**src/rtl/dsc_pkg.sv**
```systemverilog
// ----------------------------------------------------------------------------
// DSC symbol decoder package
// Shared types, register indexes, constants and the symbol check function.
// ----------------------------------------------------------------------------
package dsc_pkg;

    localparam logic [1:0] REG_INVERT        = 2'd0;
    localparam logic [1:0] REG_ERROR_LIMIT   = 2'd1;
    localparam logic [1:0] REG_PHASING       = 2'd2;

    localparam logic [3:0] BITS_PER_SYMBOL   = 4'd10;
    localparam logic [7:0] ERROR_COUNT_MAX   = 8'hFF;
    localparam logic [9:0] EMPTY_VALUE       = 10'h080;

    localparam logic [7:0] ERROR_LIMIT_RESET = 8'd4;
    localparam logic [6:0] PHASING_RESET     = 7'd125;

    typedef logic [9:0] t_code;

    typedef struct packed {
        logic       invert;
        logic [7:0] error_limit;
        logic [6:0] phasing_symbol;
    } t_cfg;

    // A symbol is valid when its top three bits count the zeros in its low seven.
    function automatic logic sym_valid(input t_code v);
        logic [2:0] zeros;
        zeros = 3'd0;
        for (int i = 0; i < 7; i++) begin
            if (!v[i]) begin
                zeros = zeros + 3'd1;
            end
        end
        return (v[9:7] == zeros);
    endfunction

endpackage

```
**src/rtl/dsc_front.sv**
```systemverilog
// ----------------------------------------------------------------------------
// DSC front end
// Slices samples to bits, frames ten-bit symbols and tracks bit sync.
// ----------------------------------------------------------------------------
module dsc_front (
    input  logic               i_clk,
    input  logic               i_rst_n,
    input  dsc_pkg::t_cfg      i_cfg,
    input  logic               i_in_valid,
    input  logic signed [15:0] i_sample,
    input  logic               i_queue_full,
    output logic               o_push,
    output dsc_pkg::t_code     o_code
);

    logic           r_accept_unused;
    logic [9:0]     r_window;
    logic [3:0]     r_bits_needed;
    logic [7:0]     r_error_count;
    logic [9:0]     n_window;
    logic [3:0]     n_bits_needed;
    logic [7:0]     n_error_count;
    logic           w_accept;
    logic           w_positive;
    logic           w_bit;
    logic           w_ok;
    logic           w_push;
    dsc_pkg::t_code w_code;

    assign w_accept   = i_in_valid && !i_queue_full;
    assign w_positive = !i_sample[15] && (i_sample != 16'sd0);
    assign w_bit      = (w_positive == i_cfg.invert);

    always_comb begin
        n_window      = {w_bit, r_window[9:1]};
        n_bits_needed = r_bits_needed;
        n_error_count = r_error_count;
        w_push        = 1'b0;
        // Bits 7 and 9 of the received window trade places.
        w_code        = {n_window[7], n_window[8], n_window[9], n_window[6:0]};
        w_ok          = dsc_pkg::sym_valid(w_code);
        if (r_bits_needed > 4'd1) begin
            n_bits_needed = r_bits_needed - 4'd1;
        end else if (!w_ok && (r_error_count > i_cfg.error_limit)) begin
            // Out of sync: slide the window by one bit.
            n_bits_needed = 4'd1;
        end else begin
            n_bits_needed = dsc_pkg::BITS_PER_SYMBOL;
            w_push        = 1'b1;
            if (w_ok) begin
                n_error_count = 8'd0;
            end else if (r_error_count != dsc_pkg::ERROR_COUNT_MAX) begin
                n_error_count = r_error_count + 8'd1;
            end
        end
    end

    always_ff @(posedge i_clk) begin
        if (!i_rst_n) begin
            r_window        <= 10'd0;
            r_bits_needed   <= dsc_pkg::BITS_PER_SYMBOL;
            r_error_count   <= 8'd0;
            r_accept_unused <= 1'b0;
        end else begin
            r_accept_unused <= w_accept;
            if (w_accept) begin
                r_window      <= n_window;
                r_bits_needed <= n_bits_needed;
                r_error_count <= n_error_count;
            end
        end
    end

    assign o_push = w_accept && w_push;
    assign o_code = w_code;

    // The front end never pushes into a full queue.
    a_no_push_full: assert property (@(posedge i_clk) disable iff (!i_rst_n)
        o_push |-> !i_queue_full) else $error("push into full queue");

    // A slide leaves the error count unchanged.
    a_slide_keeps_count: assert property (@(posedge i_clk) disable iff (!i_rst_n)
        (r_accept_unused && (r_bits_needed == 4'd1) && $past(r_bits_needed) <= 4'd1)
        |-> (r_error_count == $past(r_error_count)) || $past(o_push))
        else $error("error count changed on a slide");

endmodule

```
**src/rtl/dsc_queue.sv**
```systemverilog
// ----------------------------------------------------------------------------
// DSC symbol queue
// Short FIFO of framed symbols between the front end and the back end.
// ----------------------------------------------------------------------------
module dsc_queue #(
    parameter int DEPTH = 2
) (
    input  logic           i_clk,
    input  logic           i_rst_n,
    input  logic           i_push,
    input  dsc_pkg::t_code i_code,
    input  logic           i_pop,
    output logic           o_full,
    output logic           o_empty,
    output dsc_pkg::t_code o_code
);

    localparam int PTR_W = (DEPTH > 1) ? $clog2(DEPTH) : 1;
    localparam int CNT_W = $clog2(DEPTH + 1);

    dsc_pkg::t_code   r_mem [DEPTH];
    logic [PTR_W-1:0] r_wr_ptr;
    logic [PTR_W-1:0] r_rd_ptr;
    logic [CNT_W-1:0] r_count;

    assign o_full  = (r_count == CNT_W'(DEPTH));
    assign o_empty = (r_count == '0);
    assign o_code  = r_mem[r_rd_ptr];

    always_ff @(posedge i_clk) begin
        if (i_push) begin
            r_mem[r_wr_ptr] <= i_code;
        end
    end

    always_ff @(posedge i_clk) begin
        if (!i_rst_n) begin
            r_wr_ptr <= '0;
            r_rd_ptr <= '0;
            r_count  <= '0;
        end else begin
            if (i_push) begin
                r_wr_ptr <= (r_wr_ptr == PTR_W'(DEPTH - 1)) ? '0 : r_wr_ptr + 1'b1;
            end
            if (i_pop) begin
                r_rd_ptr <= (r_rd_ptr == PTR_W'(DEPTH - 1)) ? '0 : r_rd_ptr + 1'b1;
            end
            if (i_push && !i_pop) begin
                r_count <= r_count + 1'b1;
            end else if (!i_push && i_pop) begin
                r_count <= r_count - 1'b1;
            end
        end
    end

    a_no_pop_empty: assert property (@(posedge i_clk) disable iff (!i_rst_n)
        i_pop |-> !o_empty) else $error("pop from empty queue");

    a_empty_ptrs: assert property (@(posedge i_clk) disable iff (!i_rst_n)
        o_empty |-> (r_rd_ptr == r_wr_ptr)) else $error("queue pointers disagree");

endmodule

```
**src/rtl/dsc_back.sv**
```systemverilog
// ----------------------------------------------------------------------------
// DSC back end
// DX/RX phase tracking, DX delay line and time-diversity correction.
// ----------------------------------------------------------------------------
module dsc_back (
    input  logic           i_clk,
    input  logic           i_rst_n,
    input  dsc_pkg::t_cfg  i_cfg,
    input  logic           i_q_empty,
    input  dsc_pkg::t_code i_q_code,
    input  logic           i_out_stall,
    output logic           o_pop,
    output logic           o_out_valid,
    output logic [6:0]     o_symbol,
    output logic           o_empty_res
);

    logic           r_rx_phase;
    dsc_pkg::t_code r_dx [3];
    logic           r_out_valid;
    logic [6:0]     r_symbol;
    logic           r_empty_res;
    logic           w_rx;
    logic           w_res_ok;
    dsc_pkg::t_code w_d;
    dsc_pkg::t_code w_r;
    dsc_pkg::t_code w_res;

    assign o_pop = !i_q_empty && (!r_out_valid || !i_out_stall);
    assign w_d   = r_dx[0];
    assign w_r   = i_q_code;
    // A phasing symbol always starts a DX slot.
    assign w_rx  = r_rx_phase && (w_r[6:0] != i_cfg.phasing_symbol);

    always_comb begin
        if (!w_rx) begin
            w_res = 10'd0;
        end else if (w_d[6:0] == i_cfg.phasing_symbol) begin
            w_res = w_r;
        end else if (w_d == w_r) begin
            w_res = w_r;
        end else if (dsc_pkg::sym_valid(w_r)) begin
            w_res = w_r;
        end else if (dsc_pkg::sym_valid(w_d)) begin
            w_res = w_d;
        end else if (dsc_pkg::sym_valid(w_d | w_r)) begin
            w_res = w_d | w_r;
        end else if (dsc_pkg::sym_valid(w_d & w_r)) begin
            w_res = w_d & w_r;
        end else begin
            w_res = dsc_pkg::EMPTY_VALUE;
        end
    end

    assign w_res_ok = dsc_pkg::sym_valid(w_res);

    always_ff @(posedge i_clk) begin
        if (!i_rst_n) begin
            r_rx_phase  <= 1'b0;
            r_dx[0]     <= 10'd0;
            r_dx[1]     <= 10'd0;
            r_dx[2]     <= 10'd0;
            r_out_valid <= 1'b0;
        end else begin
            if (o_pop) begin
                r_rx_phase  <= !w_rx;
                r_out_valid <= (w_res != 10'd0);
                if (!w_rx) begin
                    r_dx[0] <= r_dx[1];
                    r_dx[1] <= r_dx[2];
                    r_dx[2] <= w_r;
                end
            end else if (!i_out_stall) begin
                r_out_valid <= 1'b0;
            end
        end
    end

    always_ff @(posedge i_clk) begin
        if (o_pop) begin
            r_symbol    <= w_res_ok ? w_res[6:0] : 7'd0;
            r_empty_res <= !w_res_ok;
        end
    end

    assign o_out_valid = r_out_valid;
    assign o_symbol    = r_symbol;
    assign o_empty_res = r_empty_res;

    // An empty word always carries a zero code.
    a_empty_zero: assert property (@(posedge i_clk) disable iff (!i_rst_n)
        (r_out_valid && r_empty_res) |-> (r_symbol == 7'd0))
        else $error("empty word with nonzero code");

    // A DX slot never produces a word.
    a_dx_silent: assert property (@(posedge i_clk) disable iff (!i_rst_n)
        (o_pop && !w_rx) |=> !r_out_valid) else $error("word from DX slot");

endmodule

```
**src/rtl/dsc_symbol_sync_and_fec_top.sv**
```systemverilog
// ----------------------------------------------------------------------------
// DSC symbol sync and FEC top level
// Configuration registers and the front end, queue and back end chain.
// ----------------------------------------------------------------------------
// A result word is registered: the symbol whose RX slot ends with an accepted
// sample enters the queue when that sample is accepted, and the output register
// loads when the back end pops it. The block takes one sample per cycle; each
// stage handles one word per cycle while the output is not stalled, and input stalls only while the queue is full.
// Reset is synchronous and active low; it clears sync, phase, the DX delay
// line and the queue, and loads the register defaults.
module dsc_symbol_sync_and_fec_top #(
    parameter int QUEUE_DEPTH = 2
) (
    input  logic               i_clk,
    input  logic               i_rst_n,
    input  logic               psel,
    input  logic               penable,
    input  logic               pwrite,
    input  logic [3:0]         paddr,
    input  logic [31:0]        pwdata,
    output logic [31:0]        prdata,
    output logic               pready,
    input  logic               i_in_valid,
    input  logic signed [15:0] i_sample,
    output logic               o_in_stall,
    output logic               o_out_valid,
    output logic [6:0]         o_symbol,
    output logic               o_empty_res,
    input  logic               i_out_stall
);

    dsc_pkg::t_cfg  r_cfg;
    logic           w_push;
    logic           w_pop;
    logic           w_full;
    logic           w_empty;
    dsc_pkg::t_code w_front_code;
    dsc_pkg::t_code w_queue_code;

    assign pready = 1'b1;

    always_ff @(posedge i_clk) begin
        if (!i_rst_n) begin
            r_cfg.invert         <= 1'b0;
            r_cfg.error_limit    <= dsc_pkg::ERROR_LIMIT_RESET;
            r_cfg.phasing_symbol <= dsc_pkg::PHASING_RESET;
        end else if (psel && penable && pwrite) begin
            case (paddr[3:2])
                dsc_pkg::REG_INVERT:      r_cfg.invert         <= pwdata[0];
                dsc_pkg::REG_ERROR_LIMIT: r_cfg.error_limit    <= pwdata[7:0];
                dsc_pkg::REG_PHASING:     r_cfg.phasing_symbol <= pwdata[6:0];
                default: begin
                end
            endcase
        end
    end

    always_comb begin
        case (paddr[3:2])
            dsc_pkg::REG_INVERT:      prdata = {31'd0, r_cfg.invert};
            dsc_pkg::REG_ERROR_LIMIT: prdata = {24'd0, r_cfg.error_limit};
            dsc_pkg::REG_PHASING:     prdata = {25'd0, r_cfg.phasing_symbol};
            default:                  prdata = 32'd0;
        endcase
    end

    assign o_in_stall = w_full;

    dsc_front u_front (
        .i_clk        (i_clk),
        .i_rst_n      (i_rst_n),
        .i_cfg        (r_cfg),
        .i_in_valid   (i_in_valid),
        .i_sample     (i_sample),
        .i_queue_full (w_full),
        .o_push       (w_push),
        .o_code       (w_front_code)
    );

    dsc_queue #(
        .DEPTH (QUEUE_DEPTH)
    ) u_queue (
        .i_clk   (i_clk),
        .i_rst_n (i_rst_n),
        .i_push  (w_push),
        .i_code  (w_front_code),
        .i_pop   (w_pop),
        .o_full  (w_full),
        .o_empty (w_empty),
        .o_code  (w_queue_code)
    );

    dsc_back u_back (
        .i_clk       (i_clk),
        .i_rst_n     (i_rst_n),
        .i_cfg       (r_cfg),
        .i_q_empty   (w_empty),
        .i_q_code    (w_queue_code),
        .i_out_stall (i_out_stall),
        .o_pop       (w_pop),
        .o_out_valid (o_out_valid),
        .o_symbol    (o_symbol),
        .o_empty_res (o_empty_res)
    );

endmodule

```
**config.mk**
```make
export PLATFORM = sky130hd
export DESIGN_NAME = dsc_symbol_sync_and_fec_top
export DESIGN_NICKNAME = d
export VERILOG_FILES = /design/src/rtl/dsc_pkg.sv /design/src/rtl/dsc_front.sv /design/src/rtl/dsc_queue.sv /design/src/rtl/dsc_back.sv /design/src/rtl/dsc_symbol_sync_and_fec_top.sv
export SDC_FILE = /design/constraint.sdc
export NUM_CORES = 1
export LEC_CHECK = 0
export BUFFER_PORTS_ARGS = -buffer_cell sky130_fd_sc_hd__buf_2
export CORE_MARGIN = 4
export CORE_UTILIZATION = 60
export CTS_CLUSTER_SIZE = 25
export DETAILED_ROUTE_END_ITERATION = 8
export GPL_TIMING_DRIVEN = 0
export PLACE_DENSITY_LB_ADDON = 0.3
export SLEW_MARGIN = 10
export SYNTH_ARGS = -nofsm -noshare
export SYNTH_HDL_FRONTEND = slang
export SYNTH_SLANG_ARGS = --single-unit
```
**constraint.sdc**
```tcl
create_clock -name i_clk -period 14.7 [get_ports i_clk]
set_input_delay 2.94 -clock i_clk [delete_from_list [all_inputs] [get_ports i_clk]]
set_output_delay 2.94 -clock i_clk [all_outputs]
set_load 0.01 [all_outputs]
```
Yosys cells after proc, flatten, opt, wreduce, memory -nomap -nowiden
Memories as Yosys holds them, arrays and structs flattened. A register that Yosys moved wholly into a read port is not among the register bits.
Cells that the tools add are included.
{ "classes": {"n_addsub": 42, "eq_ne": 15, "n_mux": 200, "bitwise_logic": 7, "reduce_logical": 31, "order_cmp": 2} }
{ "op_table": {"columns": ["operator", "count"], "rows": [
  ["$mux W3", 162],
  ["$add A3 B1 Y3 const B", 34],
  ["$mux W10", 10],
  ["$pmux W8 S3", 1],
  ["$mux W1", 21],
  ["$eq A3 B3 Y1", 6],
  ["$mux W8", 2],
  ["$reduce_bool A16 Y1", 1],
  ["$and A10 B10 Y10", 1],
  ["$eq A10 B10 Y1", 1],
  ["$logic_and A1 B1 Y1", 10],
  ["$logic_not A1 Y1", 10],
  ["$or A10 B10 Y10", 1],
  ["$reduce_bool A10 Y1", 1],
  ["$add A8 B1 Y8 const B", 1],
  ["$gt A8 B8 Y1", 1],
  ["$mux W4", 2],
  ["$ne A8 B8 Y1 const B", 1],
  ["$eq A7 B7 Y1", 1],
  ["$ne A7 B7 Y1", 1],
  ["$reduce_and A2 Y1", 3],
  ["$add A1 B1 Y2 const B", 2],
  ["$eq A2 B2 Y1 const B", 2],
  ["$gt A4 B1 Y1 const B", 1],
  ["14 further kinds", 21]
]} }
{ "totals": {"ramBits": 50, "output_inout_bits": 43, "input_bits": 59, "memories": 2, "wordCells": 312, "ff_bits": 52} }
{ "mem_list": {"columns": ["memory", "words", "word_bits", "read_ports", "rd_ports_with_merged_regs", "wr", "line_no", "text"], "rows": [
  ["u_back.r_dx", 3, 10, 3, 0, 3, "dsc_back.sv:19", "dsc_pkg::t_code r_dx [3];"],
  ["u_queue.r_mem", 2, 10, 1, 1, 1, "dsc_queue.sv:21", "dsc_pkg::t_code r_mem [DEPTH];"]
]} }

Logic depth before layout (Yosys ltp)
An unclocked memory read counts as a cell.
{ "depth": {"depth_word": 202, "mapped_depth": 51, "mapped_depth_nobuf": 48} }

Modules after synthesis
Synthesis repeated with hierarchy kept, for this count alone.
{ "unflattened": {"hier_cells": 833, "hier_area_um2": 8067.7} }
{ "modules_own_cells": {"columns": ["mod", "seq_area_each_um2", "instances", "cells_each", "area_each_um2"], "rows": [
  ["dsc_back", 1181.1, 1, 466, 4521.8],
  ["dsc_front", 420.4, 1, 200, 1621.6],
  ["dsc_symbol_sync_and_fec_top", 320.3, 1, 114, 987.2],
  ["dsc_queue", 700.7, 1, 53, 937.1]
]} }

Worst setup path after synthesis
OpenSTA, ideal clock, no wires.
{ "synth_timing": {"path_kind": "register to register", "start": "register (tool-made name)", "end": "register u_back.r_empty_res (netlist: u_back.o_empty_res), data pin", "arrival_time_ns": 9.023, "path_slack_ns": 5.412, "path_stages_with_launch": 48, "n_path_buf": 3, "setup_time_ns": 0.265, "period_less_slack_ns": 9.288, "required_ns": 14.435, "path_cell_list": "dfxtp_1 -> buf_6 -> buf_6 -> mux2i_1 -> inv_1 -> ha_1 -> xnor2_1 -> xor2_1 -> ha_1 -> nor2b_1 -> a21o_1 -> ha_1 -> mux2i_1 -> nand2_1 -> ha_1 -> nor2_1 -> a31oi_1 -> ha_1 -> [12 not listed] -> ha_1 -> inv_1 -> a221o_1 -> o31ai_1 -> ha_1 -> inv_1 -> mux2_2 -> o21ai_2 -> ha_1 -> mux2_2 -> ha_1 -> nand3_1 -> o32ai_1 -> o21ai_0 -> o311ai_1 -> xor2_1 -> xnor2_1 -> or3_1"} }
{ "synth_rtl": {"columns": ["element", "line_no", "text"], "rows": [
  ["to (signal assigned)", "dsc_back.sv:82", "r_empty_res <= !w_res_ok;"],
  ["to (decl)", "dsc_back.sv:22", "logic r_empty_res;"]
]} }

==> metrics.txt <==
# TYPE chip_impl_metric gauge
chip_impl_info{name="synth_largest_area_cell",value="sky130_fd_sc_hd__edfxtp_1"} 1
chip_impl_metric{name="regArea",unit="um2"} 2623
chip_impl_metric{name="cts_inserted_buffers",unit=""} 9
chip_impl_metric{name="drt_iter0_drc",unit=""} 548
chip_impl_metric{name="cts_resized",unit=""} 0
chip_impl_metric{name="place_congestion",unit=""} 0.8982
chip_impl_metric{name="post_synth_num_cell_types",unit=""} 87
chip_impl_metric{name="area_delta_synth_final",unit="%"} 11.09
chip_impl_metric{name="i_o_pin_cnt",unit=""} 102
chip_impl_metric{name="clk_pin_slew",unit="ns"} 0.07
chip_impl_metric{name="grt_first_pass_wirelength",unit="mm"} 28.75
chip_impl_metric{name="vias_per_cell",unit=""} 5.694
chip_impl_metric{name="routed_wl",unit="mm"} 17.90
chip_impl_metric{name="grt_overflow",unit=""} 0
chip_impl_metric{name="cp_data_arrival_time",unit="ns"} 11.29
chip_impl_metric{name="synth_edf_count",unit=""} 58
chip_impl_info{name="cp_slowest_cell",value="sky130_fd_sc_hd__mux2i_1"} 1
chip_impl_metric{name="timing.setup.tns",unit="ns"} 0
chip_impl_metric{name="dp_hpwl",unit="mm"} 13.93
chip_impl_metric{name="detail-route-antenna-nets",unit=""} 0
chip_impl_metric{name="synth.ff_latch_count",unit=""} 102
chip_impl_metric{name="initial_core_util",unit="%"} 61.45
chip_impl_metric{name="multi_input_comb_area",unit="um2"} 5064
chip_impl_metric{name="worst_hold_path.num_cells",unit=""} 0
chip_impl_metric{name="clock-sinks",unit=""} 102
chip_impl_metric{name="port-buffer-count",unit=""} 50
chip_impl_metric{name="antenna_cells",unit=""} 0
chip_impl_info{name="cts_root_buf",value="sky130_fd_sc_hd__clkbuf_16"} 1
chip_impl_metric{name="syn_avg_cell_area",unit="um2"} 9.574
chip_impl_metric{name="routedWlPerCell",unit="um"} 16.04
chip_impl_metric{name="floorplan.die.height",unit="um"} 124.5
chip_impl_metric{name="max_freq",unit="MHz"} 89.15
chip_impl_info{name="cp-start-kind",value="flip-flop"} 1
chip_impl_metric{name="postCtsHoldBufs",unit=""} 0
chip_impl_metric{name="report.final.slew_viol_count",unit=""} 0
chip_impl_metric{name="via_count_of_the_first_global_routing_pass",unit=""} 6009
chip_impl_metric{name="htree_levels",unit=""} 3
chip_impl_info{name="critical_path_sink_type",value="flip-flop"} 1
chip_impl_metric{name="routed-via-count",unit=""} 6354
chip_impl_metric{name="cp_slowest_stage_delay",unit="ns"} 0.89
chip_impl_metric{name="core_box_area",unit="um2"} 13240
chip_impl_metric{name="die_x",unit="um"} 124.5
chip_impl_info{name="crit_end",value="u_back.o_symbol[6]"} 1
chip_impl_metric{name="drt_pre_antenna_iters",unit=""} 5
chip_impl_metric{name="fin_skew",unit="ns"} 0.01291
chip_impl_metric{name="nNetsFinal",unit=""} 1062
chip_impl_metric{name="worst-endpoint-required",unit="ns"} 14.77
chip_impl_info{name="run_status",value="finished, final reports clean"} 1
chip_impl_metric{name="antenna_violations_before_repair",unit=""} 0
chip_impl_info{name="grt_setup_unrepaired",value="false"} 1
chip_impl_info{name="ys.flop_type",value="sky130_fd_sc_hd__edfxtp_1"} 1
chip_impl_info{name="worstReg2RegEnd",value="u_back.o_symbol[6]"} 1
chip_impl_metric{name="async_reset_ff_share",unit="%"} 0
chip_impl_metric{name="post_synth_inst_count",unit=""} 850
chip_impl_info{name="min_path_type",value="reg2reg"} 1
chip_impl_info{name="commonest_cells_after_routing_fill_and_taps_aside",value="sky130_fd_sc_hd__nand2_1, sky130_fd_sc_hd__ha_1, sky130_fd_sc_hd__nor2_1, sky130_fd_sc_hd__xnor2_1, sky130_fd_sc_hd__edfxtp_1"} 1
chip_impl_metric{name="yosysTopAreaCellShare",unit="%"} 21.40
chip_impl_metric{name="grt_start_max_net_pins",unit=""} 24
chip_impl_metric{name="drv.max_cap_violation_count",unit=""} 0
chip_impl_info{name="worst-setup-path-type",value="reg2reg"} 1
chip_impl_metric{name="clkLatencyLatePin",unit="ns"} 0.36
chip_impl_metric{name="grtUsageTotal",unit="%"} 22.63
chip_impl_info{name="cp_common_cell",value="sky130_fd_sc_hd__ha_1"} 1
chip_impl_metric{name="post-route-drc-count",unit=""} 0
chip_impl_metric{name="cts.repair_timing.setup_buffer_count",unit=""} 0
chip_impl_metric{name="hold_violations",unit=""} 0
chip_impl_metric{name="filler_cell_count",unit=""} 1102
chip_impl_metric{name="mappedNetlistArea",unit="um2"} 8138
chip_impl_info{name="synthTopCellsByArea",value="sky130_fd_sc_hd__edfxtp_1, sky130_fd_sc_hd__dfxtp_1, sky130_fd_sc_hd__ha_1"} 1
chip_impl_metric{name="cts_max_path_buffers",unit=""} 2
chip_impl_metric{name="max_slew.worst_pin.slew",unit="ns"} 1.072
chip_impl_metric{name="yosys_warnings",unit=""} 0
chip_impl_metric{name="relSlewSlack",unit="%"} 26.47
chip_impl_metric{name="rr_worst_depth",unit=""} 47
chip_impl_metric{name="ff2ff_setup_slack",unit="ns"} 3.48
chip_impl_info{name="final_common_cell",value="sky130_fd_sc_hd__nand2_1"} 1
chip_impl_metric{name="critPathMaxFanout",unit=""} 10
chip_impl_metric{name="synth_seq_area_share",unit="%"} 32.23
chip_impl_metric{name="placementRows",unit=""} 42
chip_impl_info{name="tritoncts",value="built"} 1
chip_impl_metric{name="final_layout_size_suffix_gt1_share",unit="%"} 15.00
chip_impl_metric{name="timing.final.crit_period",unit="ns"} 11.22
chip_impl_metric{name="die_area",unit="um2"} 15490
chip_impl_metric{name="finalCritPeriodShare",unit="%"} 76.30
chip_impl_metric{name="setup-violations-final",unit=""} 0
==> layout make-up <==
cell class                 count  area share, %
timing repair buffer          51          3.073
inverter                      54          2.298
clock buffer                  10          2.768
multi-input combinational    660          56.01
sequential                   102          29.01
tap                          176          2.436
clock inverter                 6         0.5675
buffer                        57          3.834
==> routing by layer <==
| layer | wire, um | global-route usage (%) | share of wire, % |
|---|---|---|---|
| met1 | 7756 | 28.23 | 43 |
| met2 | 8752 | 39.19 | 49 |
| met3 | 844 | 3.345 | 4.7 |
| met4 | 546 | 9.349 | 3.1 |
| met5 | 0 | 0 | 0 |
==> logic make-up (layout without fill, tap and decap cells) <==
group	Yosys count	count (layout)	synth area share, %
other	2	25	0.09229
XOR/XNOR	98	98	12.82
adder cells (fa/ha/maj)	68	68	10.46
flip-flops	102	102	32.23
AND/OR/NAND/NOR	272	272	16.99
buffers and inverters	111	178	6.811
AO/OA/AOI/OAI	156	156	14.71
multiplexers	41	41	5.889
==> stage by stage <==
stage | util (%) | area [um2] | setup slack, ns | std cells | hold slack, ns
4_1_cts | 68.26 | 9040 | 3.660 | 1116 | 0.4716
5_1_grt | 68.26 | 9040 | 2.916 | 1116 | 0.5193
2_1_floorplan | - | 8224 | 5.412 | 873 | 0.4237
6_report | 68.26 | 9040 | 3.484 | 1116 | 0.4704
3_5_place_dp | 65.99 | 8738 | 3.658 | 1100 | 0.4437
3_3_place_gp | 65.66 | 8695 | 3.875 | 1099 | 0.4360
==> worst min path at each step <==
stage | from | endpoint | slack [ns]
floorplan | u_front.r_window[4] | u_queue.r_mem[0][3] | 0.42
global placement | u_front.r_window[4] | u_queue.r_mem[1][3] | 0.44
detailed placement | u_front.r_window[4] | u_queue.r_mem[0][3] | 0.44
CTS | u_front.r_window[4] | u_queue.r_mem[1][3] | 0.47
global route | u_front.r_window[4] | u_queue.r_mem[1][3] | 0.52
finish | u_front.r_window[4] | u_queue.r_mem[1][3] | 0.47
==> Yosys cell counts (all sizes together), types with 10 or more instances <==
master / n
nand2: 71
ha: 68
nor2: 63
xnor2: 61
edfxtp: 58
inv: 54
dfxtp: 44
buf: 36
mux2i: 36
nor2b: 32
and3: 25
xor2: 24
o21ai: 23
clkbuf: 21
a21oi: 19
a21boi: 14
nor4: 12
and2: 11
nand3: 11
a211oi: 10
nand4: 10
==> worst max-delay path: cells and delay by family, from the launching register on <==
| family | cells | cell delay (ns) |
|---|---|---|
| adder cells (fa/ha/maj) | 10 | 2.76 |
| flip-flops | 1 | 0.34 |
| AND/OR/NAND/NOR | 5 | 0.73 |
| buffers and inverters | 8 | 1.20 |
| XOR/XNOR | 5 | 1.36 |
| AO/OA/AOI/OAI | 15 | 2.88 |
| multiplexers | 4 | 1.66 |
==> flip-flops by register name, summed over array words and instances, names as in the netlist, named ones only <==
| name | flops |
|---|---|
| u_front.r_error_count | 8 |
| u_front.r_window | 9 |
| r_cfg | 16 |
| u_back.r_dx | 30 |
| u_back.o_out_valid | 1 |
| u_queue.r_rd_ptr | 1 |
| u_back.o_empty_res | 1 |
| u_queue.r_count | 2 |
| u_queue.r_wr_ptr | 1 |
| u_back.o_symbol | 7 |
| u_queue.r_mem | 20 |
| u_back.r_rx_phase | 1 |
| u_front.r_bits_needed | 4 |
Power is left out: the tool's default activity adds up to more than one toggle a clock period on the data nets, which glitch-free logic cannot reach.
